**src/hdl/tnfd_pkg.sv**
```systemverilog
// tnfd_pkg: shared constants, types and reset state for the tar numeric field decoder
// used by tnfd_update, tnfd_finish and tar_numeric_field_decoder; no dependencies
package tnfd_pkg;

  // bytes kept for the result value and the longest field before a forced end
  localparam int RESULT_BYTES    = 8;
  localparam int MAX_FIELD_BYTES = 12;

  localparam int LANE_BITS = 8 * RESULT_BYTES;

  typedef logic [LANE_BITS-1:0] lane_t;

  // saturation bounds, sign-extended to 64 bits
  localparam logic [63:0] VAL_MAX = ~64'd0 >> (64 - LANE_BITS + 1);
  localparam logic [63:0] VAL_MIN = ~VAL_MAX;

  // octal overflow limits: accumulator bound divided by 8 and its low digit
  localparam lane_t      OCT_LIM_POS = LANE_BITS'(VAL_MAX >> 3);
  localparam lane_t      OCT_LIM_NEG = LANE_BITS'((VAL_MAX + 64'd1) >> 3);
  localparam logic [2:0] OCT_LOW_POS = 3'(VAL_MAX);
  localparam logic [2:0] OCT_LOW_NEG = 3'(VAL_MAX + 64'd1);

  localparam logic [3:0] MAX_BYTES_CNT = 4'(MAX_FIELD_BYTES);
  localparam logic [3:0] BYTES_SAT     = 4'hF;

  // character codes
  localparam logic [7:0] CH_NUL   = 8'h00;
  localparam logic [7:0] CH_TAB   = 8'h09;
  localparam logic [7:0] CH_SPACE = 8'h20;
  localparam logic [7:0] CH_MINUS = 8'h2D;
  localparam logic [7:0] CH_ZERO  = 8'h30;
  localparam logic [7:0] CH_SEVEN = 8'h37;
  localparam logic [7:0] MARK_POS = 8'h80;
  localparam logic [7:0] MARK_NEG = 8'hFF;

  typedef enum logic [1:0] {
    OCT_SKIP   = 2'd0,
    OCT_DIGITS = 2'd1,
    OCT_DONE   = 2'd2
  } oct_phase_t;

  typedef enum logic [1:0] {
    CHK_SPACES = 2'd0,
    CHK_DIGITS = 2'd1,
    CHK_PAD    = 2'd2,
    CHK_MARKER = 2'd3
  } chk_phase_t;

  typedef struct packed {
    logic       first_pending;
    logic       binary_mode;
    oct_phase_t oct_phase;
    logic       negative;
    lane_t      acc;
    lane_t      window;
    logic [3:0] bytes_seen;
    logic       overflowed;
    chk_phase_t chk_phase;
    logic       chk_failed;
  } dec_state_t;

  localparam dec_state_t ST_RESET = '{
    first_pending: 1'b1,
    binary_mode:   1'b0,
    oct_phase:     OCT_SKIP,
    negative:      1'b0,
    acc:           '0,
    window:        '0,
    bytes_seen:    4'd0,
    overflowed:    1'b0,
    chk_phase:     CHK_SPACES,
    chk_failed:    1'b0
  };

  function automatic logic is_octal_digit(input logic [7:0] b);
    return (b >= CH_ZERO) && (b <= CH_SEVEN);
  endfunction

endpackage

```
**src/hdl/tnfd_update.sv**
```systemverilog
// tnfd_update: per-byte state update (octal digit, base-256 shift, format check)
// depends on tnfd_pkg
module tnfd_update (
  input  tnfd_pkg::dec_state_t st_i,
  input  logic [7:0]           byte_i,
  input  logic                 last_i,
  output tnfd_pkg::dec_state_t st_o,
  output logic                 last_o
);

  tnfd_pkg::dec_state_t s;
  logic                 marker;
  logic                 digit;
  logic                 go;
  logic                 over;
  tnfd_pkg::lane_t      lim;
  logic [2:0]           lim_low;

  always_comb begin
    s       = st_i;
    digit   = tnfd_pkg::is_octal_digit(byte_i);
    marker  = st_i.first_pending &&
              (byte_i == tnfd_pkg::CH_NUL || byte_i == tnfd_pkg::MARK_POS ||
               byte_i == tnfd_pkg::MARK_NEG);
    go      = 1'b1;
    lim     = tnfd_pkg::OCT_LIM_POS;
    lim_low = tnfd_pkg::OCT_LOW_POS;
    over    = 1'b0;

    s.first_pending = 1'b0;

    if (st_i.first_pending && byte_i[7]) begin
      // base-256 marker byte: bit 6 is the sign, fill above with it
      s.binary_mode = 1'b1;
      s.negative    = byte_i[6];
      if (byte_i[6]) begin
        s.window = {{(tnfd_pkg::LANE_BITS-8){1'b1}}, byte_i};
      end else begin
        s.window = {{(tnfd_pkg::LANE_BITS-8){1'b0}}, 1'b0, byte_i[6:0]};
      end
    end else if (st_i.binary_mode) begin
      // byte shifted out at the top must be sign fill
      if (st_i.window[tnfd_pkg::LANE_BITS-1 -: 8] != {8{st_i.negative}}) begin
        s.overflowed = 1'b1;
      end
      s.window = {st_i.window[tnfd_pkg::LANE_BITS-9:0], byte_i};
    end else begin
      if (s.oct_phase == tnfd_pkg::OCT_SKIP) begin
        if (byte_i == tnfd_pkg::CH_SPACE || byte_i == tnfd_pkg::CH_TAB) begin
          go = 1'b0;
        end else begin
          s.oct_phase = tnfd_pkg::OCT_DIGITS;
          if (byte_i == tnfd_pkg::CH_MINUS) begin
            s.negative = 1'b1;
            go         = 1'b0;
          end
        end
      end
      if (s.negative) begin
        lim     = tnfd_pkg::OCT_LIM_NEG;
        lim_low = tnfd_pkg::OCT_LOW_NEG;
      end
      over = (s.acc > lim) || ((s.acc == lim) && (byte_i[2:0] > lim_low));
      if (go && s.oct_phase == tnfd_pkg::OCT_DIGITS) begin
        if (!digit) begin
          s.oct_phase = tnfd_pkg::OCT_DONE;
        end else if (over) begin
          s.overflowed = 1'b1;
          s.oct_phase  = tnfd_pkg::OCT_DONE;
        end else begin
          s.acc = {s.acc[tnfd_pkg::LANE_BITS-4:0], byte_i[2:0]};
        end
      end
    end

    // lenient format check
    if (marker) begin
      s.chk_phase = tnfd_pkg::CHK_MARKER;
    end
    case (s.chk_phase)
      tnfd_pkg::CHK_MARKER: begin
      end
      tnfd_pkg::CHK_SPACES: begin
        if (byte_i == tnfd_pkg::CH_SPACE) begin
        end else if (digit) begin
          s.chk_phase = tnfd_pkg::CHK_DIGITS;
        end else begin
          s.chk_phase = tnfd_pkg::CHK_PAD;
          if (byte_i != tnfd_pkg::CH_NUL) s.chk_failed = 1'b1;
        end
      end
      tnfd_pkg::CHK_DIGITS: begin
        if (!digit) begin
          s.chk_phase = tnfd_pkg::CHK_PAD;
          if (byte_i != tnfd_pkg::CH_SPACE && byte_i != tnfd_pkg::CH_NUL) begin
            s.chk_failed = 1'b1;
          end
        end
      end
      tnfd_pkg::CHK_PAD: begin
        if (byte_i != tnfd_pkg::CH_SPACE && byte_i != tnfd_pkg::CH_NUL) begin
          s.chk_failed = 1'b1;
        end
      end
      default: begin
      end
    endcase

    if (s.bytes_seen != tnfd_pkg::BYTES_SAT) begin
      s.bytes_seen = s.bytes_seen + 4'd1;
    end

    st_o   = s;
    last_o = last_i || (s.bytes_seen >= tnfd_pkg::MAX_BYTES_CNT);
  end

endmodule

```
**src/hdl/tnfd_finish.sv**
```systemverilog
// tnfd_finish: forms the result value and flags from the final decoder state
// depends on tnfd_pkg
module tnfd_finish (
  input  tnfd_pkg::dec_state_t st_i,
  output logic signed [63:0]   value_o,
  output logic                 well_formed_o,
  output logic                 saturated_o,
  output logic                 binary_form_o
);

  logic        sign_bad;
  logic        ovf;
  logic [63:0] bin_val;
  logic [63:0] oct_val;
  logic [63:0] acc_ext;

  always_comb begin
    // kept bytes must carry the sign taken from the marker byte
    sign_bad = st_i.binary_mode &&
               (st_i.window[tnfd_pkg::LANE_BITS-1] != st_i.negative);
    ovf      = st_i.overflowed || sign_bad;
    bin_val  = 64'($signed(st_i.window));
    acc_ext  = 64'(st_i.acc);
    oct_val  = st_i.negative ? (64'd0 - acc_ext) : acc_ext;

    if (ovf) begin
      value_o = st_i.negative ? tnfd_pkg::VAL_MIN : tnfd_pkg::VAL_MAX;
    end else if (st_i.binary_mode) begin
      value_o = bin_val;
    end else begin
      value_o = oct_val;
    end
    well_formed_o = !st_i.chk_failed;
    saturated_o   = ovf;
    binary_form_o = st_i.binary_mode;
  end

endmodule

```
**src/hdl/tar_numeric_field_decoder.sv**
```systemverilog
// tar_numeric_field_decoder: top level, input register, decode state and result register
// depends on tnfd_pkg, tnfd_update and tnfd_finish
//
// Decodes one tar header numeric field presented one byte per request, first byte
// first, with in_last_byte on the final byte; the field also ends on its twelfth byte.
// A first byte with bit 7 set selects base-256 two's complement, otherwise the field
// is octal with optional leading blanks and minus sign. One result request comes out
// per field: a signed 64-bit value saturated on overflow, plus well-formed, saturated
// and base-256 flags. The block takes one byte every clock cycle while in_stall is low;
// the last byte of a field waits in the input register while the state update forms
// the result, which the result register loads once it has room. Stalls on the result
// side only hold off the byte that ends the next field while the previous result is
// still waiting.
module tar_numeric_field_decoder (
  input  logic               clk,
  input  logic               rst_n,
  input  logic               in_valid,
  output logic               in_stall,
  input  logic [7:0]         in_field_byte,
  input  logic               in_last_byte,
  output logic               out_valid,
  input  logic               out_stall,
  output logic signed [63:0] out_value,
  output logic               out_well_formed,
  output logic               out_saturated,
  output logic               out_binary_form
);

  // input register
  logic       s1_valid_r, s1_valid_nxt;
  logic [7:0] s1_byte_r;
  logic       s1_last_r;

  // running field state
  tnfd_pkg::dec_state_t st_r, st_nxt;
  tnfd_pkg::dec_state_t st_upd;
  logic                 field_end;

  // result register
  logic               out_valid_r, out_valid_nxt;
  logic signed [63:0] fin_value;
  logic               fin_well_formed;
  logic               fin_saturated;
  logic               fin_binary;

  logic s1_adv;
  logic in_take;
  logic out_load;

  tnfd_update u_update (
    .st_i   (st_r),
    .byte_i (s1_byte_r),
    .last_i (s1_last_r),
    .st_o   (st_upd),
    .last_o (field_end)
  );

  tnfd_finish u_finish (
    .st_i          (st_upd),
    .value_o       (fin_value),
    .well_formed_o (fin_well_formed),
    .saturated_o   (fin_saturated),
    .binary_form_o (fin_binary)
  );

  // a byte that closes a field needs room in the result register
  assign s1_adv   = s1_valid_r && (!field_end || !out_valid_r || !out_stall);
  assign out_load = s1_adv && field_end;
  assign in_stall = s1_valid_r && !s1_adv;
  assign in_take  = in_valid && !in_stall;

  always_comb begin
    s1_valid_nxt = s1_valid_r;
    if (in_take) begin
      s1_valid_nxt = 1'b1;
    end else if (s1_adv) begin
      s1_valid_nxt = 1'b0;
    end

    st_nxt = st_r;
    if (s1_adv) begin
      // state returns to its reset value after each result
      st_nxt = field_end ? tnfd_pkg::ST_RESET : st_upd;
    end

    out_valid_nxt = out_valid_r;
    if (out_load) begin
      out_valid_nxt = 1'b1;
    end else if (!out_stall) begin
      out_valid_nxt = 1'b0;
    end
  end

  always_ff @(posedge clk) begin
    if (!rst_n) begin
      s1_valid_r  <= 1'b0;
      st_r        <= tnfd_pkg::ST_RESET;
      out_valid_r <= 1'b0;
    end else begin
      s1_valid_r  <= s1_valid_nxt;
      st_r        <= st_nxt;
      out_valid_r <= out_valid_nxt;
    end
  end

  // payload registers
  always_ff @(posedge clk) begin
    if (in_take) begin
      s1_byte_r <= in_field_byte;
      s1_last_r <= in_last_byte;
    end
    if (out_load) begin
      out_value       <= fin_value;
      out_well_formed <= fin_well_formed;
      out_saturated   <= fin_saturated;
      out_binary_form <= fin_binary;
    end
  end

  assign out_valid = out_valid_r;

endmodule
```
**config.mk**
```make
export PLATFORM = sky130hd
export DESIGN_NAME = tar_numeric_field_decoder
export DESIGN_NICKNAME = d
export VERILOG_FILES = /design/src/hdl/tnfd_pkg.sv /design/src/hdl/tnfd_update.sv /design/src/hdl/tnfd_finish.sv /design/src/hdl/tar_numeric_field_decoder.sv
export SDC_FILE = /design/constraint.sdc
export NUM_CORES = 1
export LEC_CHECK = 0
export BUFFER_PORTS_ARGS = -buffer_cell sky130_fd_sc_hd__buf_2
export CAP_MARGIN = 5
export CORE_UTILIZATION = 50
export DETAILED_ROUTE_END_ITERATION = 7
export PLACE_DENSITY = 0.63
export SYNTH_ARGS = -nofsm -noshare
export SYNTH_HDL_FRONTEND = slang
export SYNTH_SLANG_ARGS = --single-unit
```
**constraint.sdc**
```tcl
create_clock -name clk -period 9.13 [get_ports clk]
set_input_delay 0.4565 -clock clk [delete_from_list [all_inputs] [get_ports clk]]
set_output_delay 0.4565 -clock clk [all_outputs]
set_load 0.02 [all_outputs]
```
* After elaboration in Yosys (flattened, before gate mapping) *
Index checks and enable logic that the tools add are counted.

word-level totals
  flip-flop bits (word level) = 219
  word-level logic and storage cells = 127

cells by class
  add/sub/neg operators = 2
  magnitude comparators = 5
  eq/ne operators = 16
  muxes and demuxes = 55
  reductions and logical operators = 31

operator list
  operator                                                               count
  64-bit two-way mux                                                     13
  141-bit two-way mux                                                    1
  67-bit two-way mux                                                     1
  64-bit equality test                                                   1
  64-bit > comparator                                                    1
  1-bit by 64-bit subtractor with 64-bit output, first input constant    1
  61-bit two-way mux                                                     1
  3-bit two-way mux                                                      9
  1-bit two-way mux                                                      21
  8-bit by 6-bit equality test with 1-bit output, second input constant  2
  8-bit equality test, second input constant                             2
  2-bit two-way mux                                                      6
  1-bit logical AND                                                      11
  8-bit by 4-bit equality test with 1-bit output, second input constant  1
  8-bit by 6-bit >= comparator with 1-bit output, second input constant  1
  8-bit by 6-bit <= comparator with 1-bit output, second input constant  1
  8-bit zero test                                                        1
  1-bit logical OR                                                       8
  8-bit by 6-bit != test with 1-bit output, second input constant        1
  8-bit != test                                                          1
  8-bit nonzero test                                                     1
  1-bit zero test                                                        6
  4-bit by 1-bit adder with 4-bit output, second input constant          1
  2-bit by 1-bit equality test with 1-bit output, second input constant  2
  13 further kinds                                                       15

* Logic depth before layout (Yosys ltp) *
  depth after elaboration = 21
  gate-level depth with buffers = 31
  mapped depth without buffers = 25

* Cells and area by module *
From an unflattened synthesis, not the netlist that was laid out.

second synthesis, totals
  cells, all modules = 1298
  area total of the unflattened synthesis = 12963.7 µm²

modules (own cells, without submodules)
  module                     times used  cells an instance  area each (µm²)  sequential area each (µm²)
  tar_numeric_field_decoder  1           404                6662.6           5144.9
  tnfd_update                1           494                3801.1           0.0
  tnfd_finish                1           400                2499.9           0.0

* Worst setup path after synthesis *
No wires, ideal clock.

  kind = register -> register
  start point = reg s1_byte_r[4]
  end point = reg out_value[62] (data pin)
  library setup time = 263 ps
  arrival time = 7391 ps
  setup slack = 1476 ps
  cell stages (with the launch flop) = 30
  buffers on the path = 4
  clock period less this slack = 7654 ps
  cell sequence = edfxtp_1 nor4b_4 a31o_1 buf_6 buf_2 ha_1 nor4bb_1 nand4_1 and3_1 or3b_1 o21ai_0 o2111ai_2 and2_1 a31oi_1 buf_2 buf_2 mux2i_1 ha_1 or3b_2 or3_1 nor4_1 nand2_1 nor3_1 nand4_1 nor4_1 nand3_1 mux2_2 or4_1 nor4_1 nor3_1

between the ends
  word-level cells in the longest chain between the ends = 21

RTL lines
  what                                                          line                              source
  start, declared                                               tar_numeric_field_decoder.sv:31   logic [7:0] s1_byte_r;
  start signal, assigned                                        tar_numeric_field_decoder.sv:109  s1_byte_r <= in_field_byte;
  branches (longest 20 deep; another with 64-bit > comparator)  -
  64-bit two-way mux *                                          tnfd_finish.sv:26                 if (ovf) begin
  via fin_value[62]                                             tar_numeric_field_decoder.sv:41   logic signed [63:0] fin_value;
  end signal, assigned                                          tar_numeric_field_decoder.sv:113  out_value <= fin_value;
  end, declared                                                 tar_numeric_field_decoder.sv:23   output logic signed [63:0] out_value,

Mark *: on every way through the listed nets, which the timed path passes. The select of a mux whose other input is x is not followed.
A chain may end at the register's enable or synchronous reset.

* Final worst setup path *
  start point = reg s1_byte_r[7]
  end point = reg out_value[62] (data pin)

The elaborated chain is that of the path after synthesis.

==> metrics.md <==
| Metric | Value |
|---|---|
| Run status | `finished clean` |
| H-tree depth | `1` |
| CTS tree | `done` |
| Post-Route WL | `58,670 um` |
| Synth top cells by count | `nor2_1, a21oi_1, clkbuf_1` |
| FF+latch count, synth | `~220` |
| Hold Crit Class | `primary input to flip-flop` |
| Worst Clk Skew | `approximately 16 ps` |
| # nets final | `1,855` |
| CP arrival | `~9000 ps` |
| I/O Pins | `82` |
| Row count | `between 60 and 70` |
| Initial Util | `between 50% and 60%` |
| Post-synthesis sequential area ratio | `34.64%` |
| EDFF count, synth | `76` |
| Max reg flops | `between 100 and 150` |
| Vias in the first global route | `between 10,000 and 15,000` |
| Gr usage total | `between 30% and 40%` |
| Worst EP required | `about 9400 ps` |
| Post-CTS setup buffer count | `0` |
| Via density | `6.869` |
| Crit path kind | `flip-flop to flip-flop` |
| Drt first pass iters | `6` |
| Ys flop type | `dfxtp_1` |
| Worst-Margin Slew | `~1100 ps` |
| Die W | `~170 um` |
| Later-pin clock latency in the skew report | `approximately 540 ps` |
| Synth warn | `0` |
| Final slew viol count | `0` |
| Clock Sinks | `roughly 220` |
| Area of the mapped netlist | `0.01485 mm^2` |
| DP HPWL | `between 40,000 and 50,000 um` |
| Count of different cell masters after synthesis | `86` |
| Core area | `0.02894 mm^2` |
| GP Congestion | `just over 1` |
| Biggest regs | `st_r x141, out_value x64, s1_byte_r x8` |
| Die H | `approximately 170 um` |
| Setup violators final | `0` |
| Global-route wire length before repair | `a little under 90,000 um` |
| Worst-path fanout max | `25` |
| Synth top area cells | `dfxtp_1, edfxtp_1, mux2i_1` |
| Initial antenna violation count | `1` |
| Setup TNS | `0 ps` |
| Drt first-iter violations | `~2,000` |
| Pwr Density | `between 100 and 150 mW/mm^2` |
| Fill cells | `2,728` |
| CTS clk-pin slew, worst paths | `about 60 ps` |
| Area Growth Syn to Fin | `8.762%` |
| Startpoint types | `flip-flop` |
| Tmin final | `just under 9000 ps` |
| Final Hold Fails | `0` |
| Total grt overflow | `0` |
| Fin crit share | `a little over nine tenths` |
| CTS Buf Count | `25` |
| Pleak | `about 0.0065 uW` |
| Worst slew margin | `between 20 and 30%` |
| Layout cells sized above 1 | `roughly an eighth` |
| Largest net degree at the start of global routing | `a little under 90` |
| Biggest register | `st_r` |
| Post-Synthesis Mean Instance Area | `~8 um^2` |
| Via count | `between 15,000 and 20,000` |
| Worst Setup End Kind | `flip-flop` |
| Port bufs | `81` |
| Peak VDD IR | `0.0001273 V` |
| RSZ-0062 raised after global routing | `no` |
| ANT nets after route | `0` |
| DRC viols | `0` |
| Leading area contributor after synthesis | `dfxtp_1` |
| Full die area | `~0.030 mm^2` |
| Mapped Nets | `1,886` |
| CTS resizes | `0` |
| CTS max path bufs | `3` |
| Fmax | `between 0.1 and 0.15 GHz` |
| Synthesized instance count | `~1,800` |
| Most frequent cell after synthesis | `nor2_1` |
| DR WL/cell | `roughly 27 um` |
| Root Driver | `clkbuf_16` |
| Max Cap Viol | `0` |
| Hold_buf cts | `0` |
| Power, Total | `roughly 2400 uW` |
| Ys async rst share | `0%` |
| Top-area cell type share of the netlist area | `about a fifth` |
-- kinds of logic (layout without fill, tap and decap cells) --
group,count (synthesis),count (layout),share of synthesized area (%)
compound gates,584,584,25.31
xor+xnor,24,24,1.415
fa+ha+maj,37,37,3.101
buf+inv,187,174,4.988
flops,219,219,34.64
mux,130,130,9.023
other cells,0,1,0
simple gates,656,656,21.52
-- where the power goes --
| part | switching [uW] | internal, uW |
|---|---|---|
| Clock | 419 | 555 |
| Sequential | 17.9 | 1040 |
| Combinational | 247 | 105 |
-- final timing paths --
kind,depth (start not counted),end,slack (ps),start
max,25,out_value[62],420,s1_byte_r[7]
min,1,s1_byte_r[4],90,in_field_byte[4]
max reg2reg,25,out_value[62],420,s1_byte_r[7]
min reg2reg,2,st_r[2],490,st_r[2]
-- placed cells by master, fill, tap and decap left out, types with 11 or more instances in the layout --
cell and count:
buf_4 33, dfxtp_1 142, ha_1 36, clkbuf_16 26
nand4_1 15, mux2i_1 99, a31oi_1 28, a21oi_1 181
nor3_1 77, o22ai_1 17, a22oi_1 99, and3_1 17
or3_1 28, buf_2 81, xnor2_1 18, edfxtp_1 76
o31ai_1 22, nor2_1 224, mux2_2 31, a211oi_1 13
nand2b_1 11, nor2b_1 35, nand2_1 113, o211ai_1 19
nor4_1 23, nand3_1 42, and2_1 20, o21ai_0 94
-- area by class of cell --
class                           count  area, um^2  area share [%]
Clock buffer                       34       684.4           4.237
Tap cell                          384       480.5           2.975
Antenna cell                        1       2.502         0.01549
Sequential cell                   219        5146           31.86
Multi-Input combinational cell   1431        9032           55.92
Clock inverter                     11       93.84          0.5810
Inverter                           15       58.81          0.3641
Timing Repair Buffer              114       653.1           4.044
-- metrics by stage --
stage / std cells / hold WS [ps] / worst slack, ps / utilization, % / cell area, um^2
2_1_floorplan: 1837 / 454.2 / 1476 / - / 14850
3_3_place_gp: 2163 / 469.4 / 1091 / 53.12 / 15370
3_5_place_dp: 2163 / 482.8 / 797.9 / 53.12 / 15370
4_1_cts: 2208 / 79.59 / 733.2 / 55.81 / 16150
5_1_grt: 2208 / 76.89 / 2.402 / 55.81 / 16150
6_report: 2209 / 94.93 / 422.4 / 55.82 / 16150
-- per-layer routing --
layer	global-route usage (%)	vias to the layer above	routed length (um)	part of all wire, %
met2	58.88	852	25910	44
met1	50.71	7314	24060	41
li1	-	6813	-	-
met3	5.227	194	5093	8.7
met5	0	-	0	0
met4	20.54	0	3610	6.2
-- worst max-delay path: stages (launching register included) --
cell       delay [ps]
edfxtp_1          520
nor4b_4           640
a31o_2            660
ha_1              220
nor4bb_1          380
nand4_1           160
and3_1            220
or3b_1            420
o21ai_0           340
o2111ai_2         170
and2_1            260
a31oi_4           370
mux2i_1           370
ha_1              310
or3b_2            470
or3_1             340
nor4_1            200
nand2_1           110
nor3_1            280
nand4_1           260
nor4_1            430
nand3_1           120
mux2_2            380
or4_1             470
nor4_1            250
nor3_1             80
(Power assumes the default switching activity.)
